--- config.mk ---
export PLATFORM = sky130hd
export DESIGN_NAME = fch_ctrl
export DESIGN_NICKNAME = d
export VERILOG_FILES = /design/src/hw/rtl/fch_pkg.sv /design/src/hw/rtl/fch_ctrl.sv
export SDC_FILE = /design/constraint.sdc
export NUM_CORES = 1
export LEC_CHECK = 0
export ABC_AREA = 1
export BUFFER_PORTS_ARGS = -buffer_cell sky130_fd_sc_hd__buf_2
export CAP_MARGIN = 5
export CORE_AREA = 3 3 40 42
export CTS_BUF_LIST = sky130_fd_sc_hd__clkbuf_16
export DETAILED_ROUTE_END_ITERATION = 6
export DIE_AREA = 0 0 43 45
export PLACE_DENSITY = 0.52
export SYNTH_ARGS = -nofsm -noshare
export SYNTH_HDL_FRONTEND = slang
export SYNTH_SLANG_ARGS = --single-unit
--- constraint.sdc ---
create_clock -name i_clk -period 1.33 [get_ports i_clk]
set_input_delay 0.0665 -clock i_clk [delete_from_list [all_inputs] [get_ports i_clk]]
set_output_delay 0.0665 -clock i_clk [all_outputs]
set_load 0.01 [all_outputs]
--- src/hw/rtl/fch_pkg.sv ---
package fch_pkg;

    localparam int MAX_TAPS_DEF    = 1024;
    localparam int SAMPLE_BITS_DEF = 16;
    localparam int COEF_W          = 16;
    localparam int TAPCNT_W        = 11;
    localparam int TAPIDX_W        = 10;
    localparam int OUT_W           = 42;

    typedef enum logic {
        OP_LOAD = 1'b0,
        OP_PUSH = 1'b1
    } t_op;

    // controller to datapath
    typedef struct packed {
        logic clear_wr;
        logic load;
        logic push;
        logic mac_step;
        logic out_load;
    } t_dp_cmd;

    // datapath to controller
    typedef struct packed {
        logic clear_last;
        logic mac_last;
        logic pipe_busy;
        logic out_free;
    } t_dp_sts;

endpackage

--- src/hw/rtl/fch_ctrl.sv ---
module fch_ctrl import fch_pkg::*; (
    input  logic    i_clk,
    input  logic    i_rst_n,
    input  logic    i_in_valid,
    input  logic    i_in_op,
    output logic    o_in_ready,
    output t_dp_cmd o_cmd,
    input  t_dp_sts i_sts
);

    typedef enum logic [3:0] {
        S_CLEAR = 4'b0001,
        S_IDLE  = 4'b0010,
        S_MAC   = 4'b0100,
        S_DRAIN = 4'b1000
    } t_state;

    t_state r_state, n_state;

    always_comb begin
        n_state    = r_state;
        o_cmd      = '0;
        o_in_ready = 1'b0;
        case (r_state)
            S_CLEAR: begin
                o_cmd.clear_wr = 1'b1;
                if (i_sts.clear_last) begin
                    n_state = S_IDLE;
                end
            end
            S_IDLE: begin
                o_in_ready = 1'b1;
                if (i_in_valid) begin
                    if (i_in_op == OP_PUSH) begin
                        o_cmd.push = 1'b1;
                        n_state    = S_MAC;
                    end else begin
                        o_cmd.load = 1'b1;
                    end
                end
            end
            S_MAC: begin
                o_cmd.mac_step = 1'b1;
                if (i_sts.mac_last) begin
                    n_state = S_DRAIN;
                end
            end
            S_DRAIN: begin
                // wait for the last product to land and the output slot to free up
                if (!i_sts.pipe_busy && i_sts.out_free) begin
                    o_cmd.out_load = 1'b1;
                    n_state        = S_IDLE;
                end
            end
            default: begin
                n_state = S_CLEAR;
            end
        endcase
    end

    always_ff @(posedge i_clk) begin
        if (!i_rst_n) begin
            r_state <= S_CLEAR;
        end else begin
            r_state <= n_state;
        end
    end

endmodule

Word level (Yosys, flattened, before mapping) --
Cells that the tools add are included.
Word-level totals: logic and storage cells 28, register bits after elaboration 4, input port bits 8
Cells by class: reduce and logical (&&, ||, !) cells 3, multiplexer cells 15, eq/ne operators 9
Operators by type and width (number):
- 4-bit two-way mux | 5
- 4-bit case mux with 4 select lines | 1
- 2-bit != test, second input constant | 5
- 1-bit two-way mux | 7
- 5-bit AND reduction | 1
- 4-bit by 1-bit equality test with 1-bit output, second input constant | 1
- 4-bit by 2-bit equality test with 1-bit output, second input constant | 1
- 4-bit by 3-bit equality test with 1-bit output, second input constant | 1
- 4-bit equality test, second input constant | 1
- 2-bit two-way mux | 2
- 1-bit logical AND | 1
- 1-bit zero test | 1

Longest topological paths before layout --
Gate-level depths: netlist (run 1).
word-level depth 4, gate-level depth with buffers 8, gate-level depth less buffers 8

Least setup slack after synthesis (run 1) --
Ideal clock, no wire load.
path kind flip-flop to flip-flop, start point reg r_state[3], end point reg r_state[3], arrival time 0.892 ns, library setup time 0.115 ns, path slack 0.323 ns, cell stages (with the launch flop) 7, data required time 1.215 ns, cell sequence dfxtp_1 nor2_2 nand3_2 clkinv_2 o21ai_2 a21oi_1 nor2_1
On the way: word-level cells in the longest chain between the ends 3, elaborated cells between the ends (all ways) 11, classes of those cells eq/ne: 9; mux: 1; reduce/logical: 1
RTL lines:
- start, declared | RTL line fch_ctrl.sv:18 | t_state r_state, n_state;
- start signal, assigned | RTL line fch_ctrl.sv:65 | r_state <= n_state;
- 4-bit equality test, or another cell as far along | RTL line fch_ctrl.sv:24 | case (r_state)
- 2-bit != test (no line)
- 5-bit AND reduction (no line)
Several ways; a longest one is shown, not always the timed one. A chain may end at the register's enable or synchronous reset.

==> results.ini, run 1 <==
[clock_network]
cts_made_buffers = 3
clk_pin_slew_ns = 0.03
cts.path.max_buffers = 2
cts_tree = yes
cts_setup_buffers = 0
cts_resized = 0
clock-sinks = 4
cts_max_level = 1
insertion_delay_ns = 0.22
holdBufCountCts = 0
cts-root-buf = clkbuf_16

[timing]
relSlewSlack_pct = 87.4
worst_pin_slew_ns = 0.189
hold_viol = 0
rsz0062_at_grt = no
period_share_pct = 90.8
fmax_ghz = 0.828
setup_viol = 0
slew_violations = 0
finClkSkew_ns = 0.00101
fin_crit_ns = 1.21
tns_ns = 0

[placement]
dp.cells = 73
gp_congestion = 0.690
dp_hpwl_um = 511
io_buffers = 13

[yosys]
yosys_warnings = 0
seq_area_frac_synth_pct = 28.2
synthCells = 45
synth_top_area_share_pct = 28.2
synth_flop_cell = dfxtp_1
syn_area_per_cell_um2 = 6.31
synth_area_leaders = dfxtp_1 (28%), inv_1 (12%), nand3_1 (8.8%)
syn_nets = 53
synth_edf_count = 0
synth_cell_types = 17
ys_ff_latch = 4
yosysTopAreaCell = dfxtp_1
syn-cell-area_um2 = 284
synthArstFlopShare_pct = 0

[cells_and_area]
synthToLayoutAreaGrowth_pct = 60.4
fin_cells = 76
largest_register_ffs = 4
layout-drive-gt1-share_pct = 42.6
antenna_cells = 0
final_nets = 71
reg_top3 = r_state (4)
layout_common_cells = buf_2 (13), inv_1 (9), nand2_1 (6)
top_register = r_state
layout_commonest_cell = buf_2

[drt]
drc = 0
vias = 310
first_pass_iters = 4
routedWlPerCell_um = 7.74
drtAntennaViolNets = 0
drtIter0Drc = 8
drt-vias-per-instance = 4.08
wirelength_um = 588

[global_routing]
grt_overflow_total = 0
grt_pass1_wl_um = 952
grt_pass1_vias = 253
grt_max_degree = 5
grt_use_total_pct = 6.92
antenna_found_initial = 0

[flow_run]
drv_cap = 0

[worst_setup_path]
crit_arrival_ns = 1.14
crit_path_end_kind = primary output
critical_path.startpoint_type = flip-flop
critical_path_class = reg2out
path_max_fanout = 4
worstPathRequired_ns = 1.26

[min_path]
hp-class = in2reg

[floorplanning]
die_h_um = 45
initial_core_util_pct = 22.1
die_width_um = 43
dieArea_um2 = 1940
core_area_um2 = 1280
floorplan.io_pins = 14
rows = 13

[power]
ir_worst_vdd_mv = 0.941
p_per_area_nw_per_um2 = 2210
cellLeakagePower_nw = 0.261

[outcome]
outcome = completed

[worst max-delay path, stage by stage (launching register included)]
cell	delay, ns
dfxtp_1	0.34
nor2_4	0.16
nand3_4	0.10
clkinv_2	0.07
nand3_1	0.07
inv_2	0.06
buf_2	0.12
[synthesized netlist by cell type, types with 2 or more instances]
library cell  count
inv_1             9
nand3_1           5
nor2_1            5
dfxtp_1           4
a21oi_1           2
inv_2             2
nand2_1           6
nor2_2            3
[final timing paths]
| kind | startpoint | to | slack, ns | cells after the start |
|---|---|---|---|---|
| max | r_state[3]$_SDFFE_PN0P_ | o_cmd[2] | 0.12 | 6 |
| min | i_rst_n | r_state[0]$_SDFFE_PN1P_ | 0.09 | 2 |
| max reg2reg | r_state[2]$_SDFFE_PN0P_ | r_state[3]$_SDFFE_PN0P_ | 0.23 | 7 |
| min reg2reg | r_state[3]$_SDFFE_PN0P_ | r_state[3]$_SDFFE_PN0P_ | 0.56 | 2 |
[cell families (layout without fill, tap and decap cells)]
family / after synthesis / count (layout) / synth area share, %
AOI/OAI and AO/OA: 5 / 5 / 11.9
buffers and inverters: 12 / 28 / 16.3
DFF: 4 / 4 / 28.2
and+or+nand+nor: 24 / 24 / 43.6
[per-layer routing]
layer	vias up	routed length, um	track usage, %
met5	-	0	0
met4	0	0	7.23
met3	0	37	2.39
met2	8	292	10.8
met1	130	258	7.00
li1	172	-	-
[power breakdown]
| part | leakage, nW | switching (W) | internal [W] |
|---|---|---|---|
| combinational | 0.191 | 0.000201 | 0.000137 |
| clock | 0.0370 | 0.0000725 | 0.000383 |
| sequential | 0.0329 | 0.0000499 | 0.000163 |
[per-stage QoR]
step / power, W / setup slack (ns) / hold slack, ns / utilization, % / area (um^2)
after global routing: 0.00107 / 0.00132 / 0.109 / 35.4 / 455
after floorplan: 0.000443 / 0.323 / 0.151 / - / 284
after global placement: 0.000533 / 0.253 / 0.314 / 28.6 / 368
after CTS: 0.000995 / 0.0605 / 0.0874 / 34.5 / 443
final: 0.00101 / 0.123 / 0.0950 / 35.4 / 455
after detailed placement: 0.000530 / 0.263 / 0.314 / 28.6 / 368
[final cells by class]
type	instances	area, um^2
Timing Repair Buffer	13	65.1
Fill cell	147	830
Clock buffer	3	75.1
Inverter	12	46.3
Multi-Input combinational cell	29	170
Tap cell	15	18.8
Sequential cell	4	80.1
Power figures use the tool's default switching activity.
==> inputs of run 2 (changes only) <==
- PLACE_DENSITY: 0.52 -> 0.54
- clock period: 1.33 -> 1.1 ns (I/O delays scaled with it)
==> results.ini, run 2 (synthesis results as in run 1) <==
[outcome]
outcome = finished, violations left
violations = negative setup slack

[worst_setup_path]
cp_cell_sequence = nor2_4, nand3_4, clkinv_2, nand3_2, inv_2, buf_6
critical_path.startpoint_type = flip-flop
max_stage_delay_ns = 0.35
path_max_fanout = 4
worstPathRequired_ns = 1.04
critPathSlowestCell = dfxtp_4
crit_arrival_ns = 1.11
rrSetupSlack_ns = -0.02
crit_path_end_kind = primary output
critical_path_class = reg2out

[timing]
setup_viol = 5
fmax_ghz = 0.861
period_share_pct = 106
fin_crit_ns = 1.16
rsz0062_at_grt = yes
slew_violations = 0
tns_ns = -0.235
finClkSkew_ns = 0.00162
relSlewSlack_pct = 88.5
hold_viol = 0
worst_pin_slew_ns = 0.172
worst_slack_ns = -0.0609

[clock_network]
clock-sinks = 4
cts_made_buffers = 3
holdBufCountCts = 0
cts_max_level = 1
cts.path.max_buffers = 2
cts-root-buf = clkbuf_16
cts_tree = yes
insertion_delay_ns = 0.22
clk_pin_slew_ns = 0.03

[cells_and_area]
seq_area_um2 = 90.1
layout-drive-gt1-share_pct = 66.7
synthToLayoutAreaGrowth_pct = 93.8
stdcell_area_um2 = 551
largest_register_ffs = 4
multiInputGateArea_um2 = 205
antenna_cells = 0
layout_common_cells = buf_2 (11), inv_1 (7), buf_4 (5)
top_register = r_state
fin_util_pct = 42.8
final_nets = 76
fillers = 126
reg_top3 = r_state (4)
layout_commonest_cell = buf_2

[drt]
drt-vias-per-instance = 4.12
drtAntennaViolNets = 0
wirelength_um = 784
route.met3.wl_um = 46
first_pass_iters = 1
routedWlPerCell_um = 9.68
top_layer_used = met3
vias = 334
drc = 0
wl_met2_um = 421
drt-met1-wl_um = 315
drtIter0Drc = 0

[placement]
dp_hpwl_um = 523
placed_cell_area_um2 = 368
io_buffers = 13
gp_congestion = 0.684

[floorplanning]
initial_core_util_pct = 22.1
floorplan.io_pins = 14
dieArea_um2 = 1940
die_width_um = 43
die_h_um = 45
core_area_um2 = 1280
rows = 13

[power]
cellLeakagePower_nw = 0.292
ir_worst_vdd_mv = 1.09
total_power_w = 0.00137
p_per_area_nw_per_um2 = 2490

[global_routing]
grt_overflow_total = 0
grt_use_total_pct = 8.83
grt_max_degree = 5
antenna_found_initial = 0
grt_pass1_wl_um = 1190
grt_pass1_vias = 309

[min_path]
hp-class = in2reg

[flow_run]
drv_cap = 0

run 2: final timing paths:
path | startpoint | to | depth (start not counted)
max | r_state[3]$_SDFFE_PN0P_ | o_cmd[2] | 6
min | i_rst_n | r_state[0]$_SDFFE_PN1P_ | 2
max reg2reg | r_state[3]$_SDFFE_PN0P_ | r_state[3]$_SDFFE_PN0P_ | 7
min reg2reg | r_state[3]$_SDFFE_PN0P_ | r_state[3]$_SDFFE_PN0P_ | 2
run 2: repair_timing:
item                       CTS  global route
pin swaps                    2             5
setup endpoints to repair    4             9
gates resized for setup     11            10
buffers inserted             4             1
run 2: layout make-up:
type | instances | share of cell area [%]
tap | 15 | 3.41
clock buffer | 3 | 13.6
sequential | 4 | 16.4
timing repair buffer | 18 | 20.9
inverter | 12 | 8.41
multi-input combinational | 29 | 37.3
run 2: metrics by stage:
step | std cells | setup slack, ns | hold slack, ns
floorplan | 45 | 0.0933 | 0.140
global placement | 73 | 0.0177 | 0.305
detailed placement | 73 | 0.0173 | 0.307
CTS | 80 | -0.0306 | 0.0813
global route | 81 | -0.132 | 0.0935
finish | 81 | -0.0609 | 0.0863
run 2: critical path: cells and delay by family (launching register included):
family,cells,cell delay (ns)
buf+inv,3,0.22
simple gates,3,0.30
flops,1,0.35
run 2: report_power, final:
part / internal (W) / switching, W / total, W
sequential: 0.000210 / 0.0000752 / 0.000285
clock: 0.000464 / 0.0000935 / 0.000557
combinational: 0.000232 / 0.000296 / 0.000528
total: 0.000906 / 0.000465 / 0.00137
run 2: metal layers:
| layer | track usage, % | up-vias |
|---|---|---|
| met1 | 10.4 | 146 |
| met3 | 2.39 | 0 |
| met4 | 7.23 | 0 |
| met2 | 13.5 | 7 |
| li1 | - | 181 |
| met5 | 0 | - |
==> inputs of run 3 (changes only) <==
--- a/config.mk
+++ b/config.mk
@@ -14,3 +14,3 @@
 export DIE_AREA = 0 0 43 45
-export PLACE_DENSITY = 0.54
+export PLACE_DENSITY = 0.52
 export SYNTH_ARGS = -nofsm -noshare
==> constraint.sdc (replaced) <==
create_clock -name i_clk -period 1.33 [get_ports i_clk]
set_input_delay 0.0665 -clock i_clk [delete_from_list [all_inputs] [get_ports i_clk]]
set_output_delay 0.0665 -clock i_clk [all_outputs]
set_load 0.05 [all_outputs]
==> results.ini, run 3 (synthesis results as in run 1) <==
[power]
p_per_area_nw_per_um2 = 2360
pwr-share-comb_pct = 41.4
seqPwrFrac_pct = 18.6
ir_worst_vdd_mv = 1.14
swShare_pct = 39.6
switchingPower_w = 0.000453
cellLeakagePower_nw = 0.268
pwr-share-clk_pct = 40.0
p_int_w = 0.000691

[clock_network]
holdBufCountCts = 0
insertion_delay_ns = 0.22
clk_pin_slew_ns = 0.03
cts_max_level = 1
cts.path.max_buffers = 2
cts_made_buffers = 3
cts-root-buf = clkbuf_16
cts_tree = yes
clock-sinks = 4

[timing]
finClkSkew_ns = 0.00180
tns_ns = 0
setup_viol = 0
hold_viol = 0
relSlewSlack_pct = 83.6
worst_pin_slew_ns = 0.248
slew_violations = 0
fmax_ghz = 0.769
rsz0062_at_grt = yes
fin_crit_ns = 1.30
hold_ws_ns = 0.0816
period_share_pct = 97.8

[worst_setup_path]
critPathSlowestCell = dfxtp_1
crit_path_end_kind = primary output
rrSetupSlack_ns = 0.25
path_max_fanout = 4
critPathBufInv = 2
critical_path.startpoint_type = flip-flop
worstPathRequired_ns = 1.26
critPathTopFamily = flip-flops
cp_cell_sequence = inv_1, nor2_1, nand2_1, nor2_1, clkbuf_4
critical_path_class = reg2out
crit_path_frequent_cell = nor2_1
max_stage_delay_ns = 0.40
crit_arrival_ns = 1.23

[cells_and_area]
final_nets = 72
reg_top3 = r_state (4)
antenna_cells = 0
synthToLayoutAreaGrowth_pct = 70.5
fin_cells = 77
layout_common_cells = buf_2 (10), inv_1 (9), nand2_1 (6)
largest_register_ffs = 4
layout_commonest_cell = buf_2
seq_area_um2 = 80.1
multiInputGateArea_um2 = 175
top_register = r_state
fillers = 142
layout-drive-gt1-share_pct = 45.2

[global_routing]
grt_pass1_vias = 266
grt_use_total_pct = 7.66
grt_pass1_wl_um = 1020
antenna_found_initial = 0
grt_max_degree = 5
grt_overflow_total = 0

[drt]
drtAntennaViolNets = 0
vias = 334
first_pass_iters = 4
routedWlPerCell_um = 9.21
drtIter0Drc = 7
drc = 0
wirelength_um = 709
drt-vias-per-instance = 4.34

[floorplanning]
rows = 13
dieArea_um2 = 1940
die_width_um = 43
core_area_um2 = 1280
die_h_um = 45
initial_core_util_pct = 22.1
floorplan.io_pins = 14

[placement]
io_buffers = 13
gp_congestion = 0.694
dp_hpwl_um = 586
dp.cells = 73

[outcome]
outcome = completed

[flow_run]
drv_cap = 0

[min_path]
hp-class = in2reg

run 3: area by class of cell:
| cell class | instances | share of cell area, % |
|---|---|---|
| Multi-Input combinational cell | 29 | 36.2 |
| Sequential cell | 4 | 16.5 |
| Clock buffer | 3 | 15.5 |
| Inverter | 12 | 9.82 |
| Timing Repair Buffer | 14 | 18.1 |
| Tap cell | 15 | 3.88 |
run 3: path summary, 6_finish.rpt:
| check | cells after the start | end | start |
|---|---|---|---|
| setup reg to reg | 7 | r_state[3]$_SDFFE_PN0P_ | r_state[2]$_SDFFE_PN0P_ |
| hold reg to reg | 2 | r_state[3]$_SDFFE_PN0P_ | r_state[3]$_SDFFE_PN0P_ |
| hold / removal | 2 | r_state[0]$_SDFFE_PN1P_ | i_rst_n |
| setup / recovery | 5 | o_cmd[0] | r_state[3]$_SDFFE_PN0P_ |
run 3: stage by stage:
step | setup slack (ns) | cell area [um^2] | power [W] | utilization (%)
5_1_grt | -0.0279 | 484 | 0.00121 | 37.7
2_1_floorplan | 0.0207 | 289 | 0.000557 | -
3_3_place_gp | 0.179 | 373 | 0.000648 | 29.0
4_1_cts | 0.00849 | 457 | 0.00113 | 35.5
6_report | 0.0290 | 484 | 0.00114 | 37.7
3_5_place_dp | 0.151 | 373 | 0.000653 | 29.0
run 3: power by group through the flow:
stage | combinational (W) | clock (W) | sequential (W)
2_1_floorplan | 0.000360 | 0 | 0.000198
3_5_place_dp | 0.000450 | 0 | 0.000204
3_3_place_gp | 0.000443 | 0 | 0.000205
4_1_cts | 0.000455 | 0.000467 | 0.000203
6_report | 0.000474 | 0.000457 | 0.000213
5_1_grt | 0.000510 | 0.000479 | 0.000218
run 3: layer usage:
| metal | GRT usage, % | routed length [um] | part of all wire (%) | up-vias |
|---|---|---|---|---|
| met5 | 0 | 0 | 0 | - |
| met4 | 1.81 | 0 | 0 | 0 |
| met3 | 7.57 | 68 | 9.6 | 0 |
| met2 | 10.5 | 339 | 48 | 14 |
| met1 | 8.43 | 302 | 43 | 146 |
| li1 | - | - | - | 174 |
run 3: what timing repair did:
item,in CTS,in global routing
buffers inserted,0,1
endpoints found under the setup margin,2,4
resized for setup,3,5
pin swaps,0,2
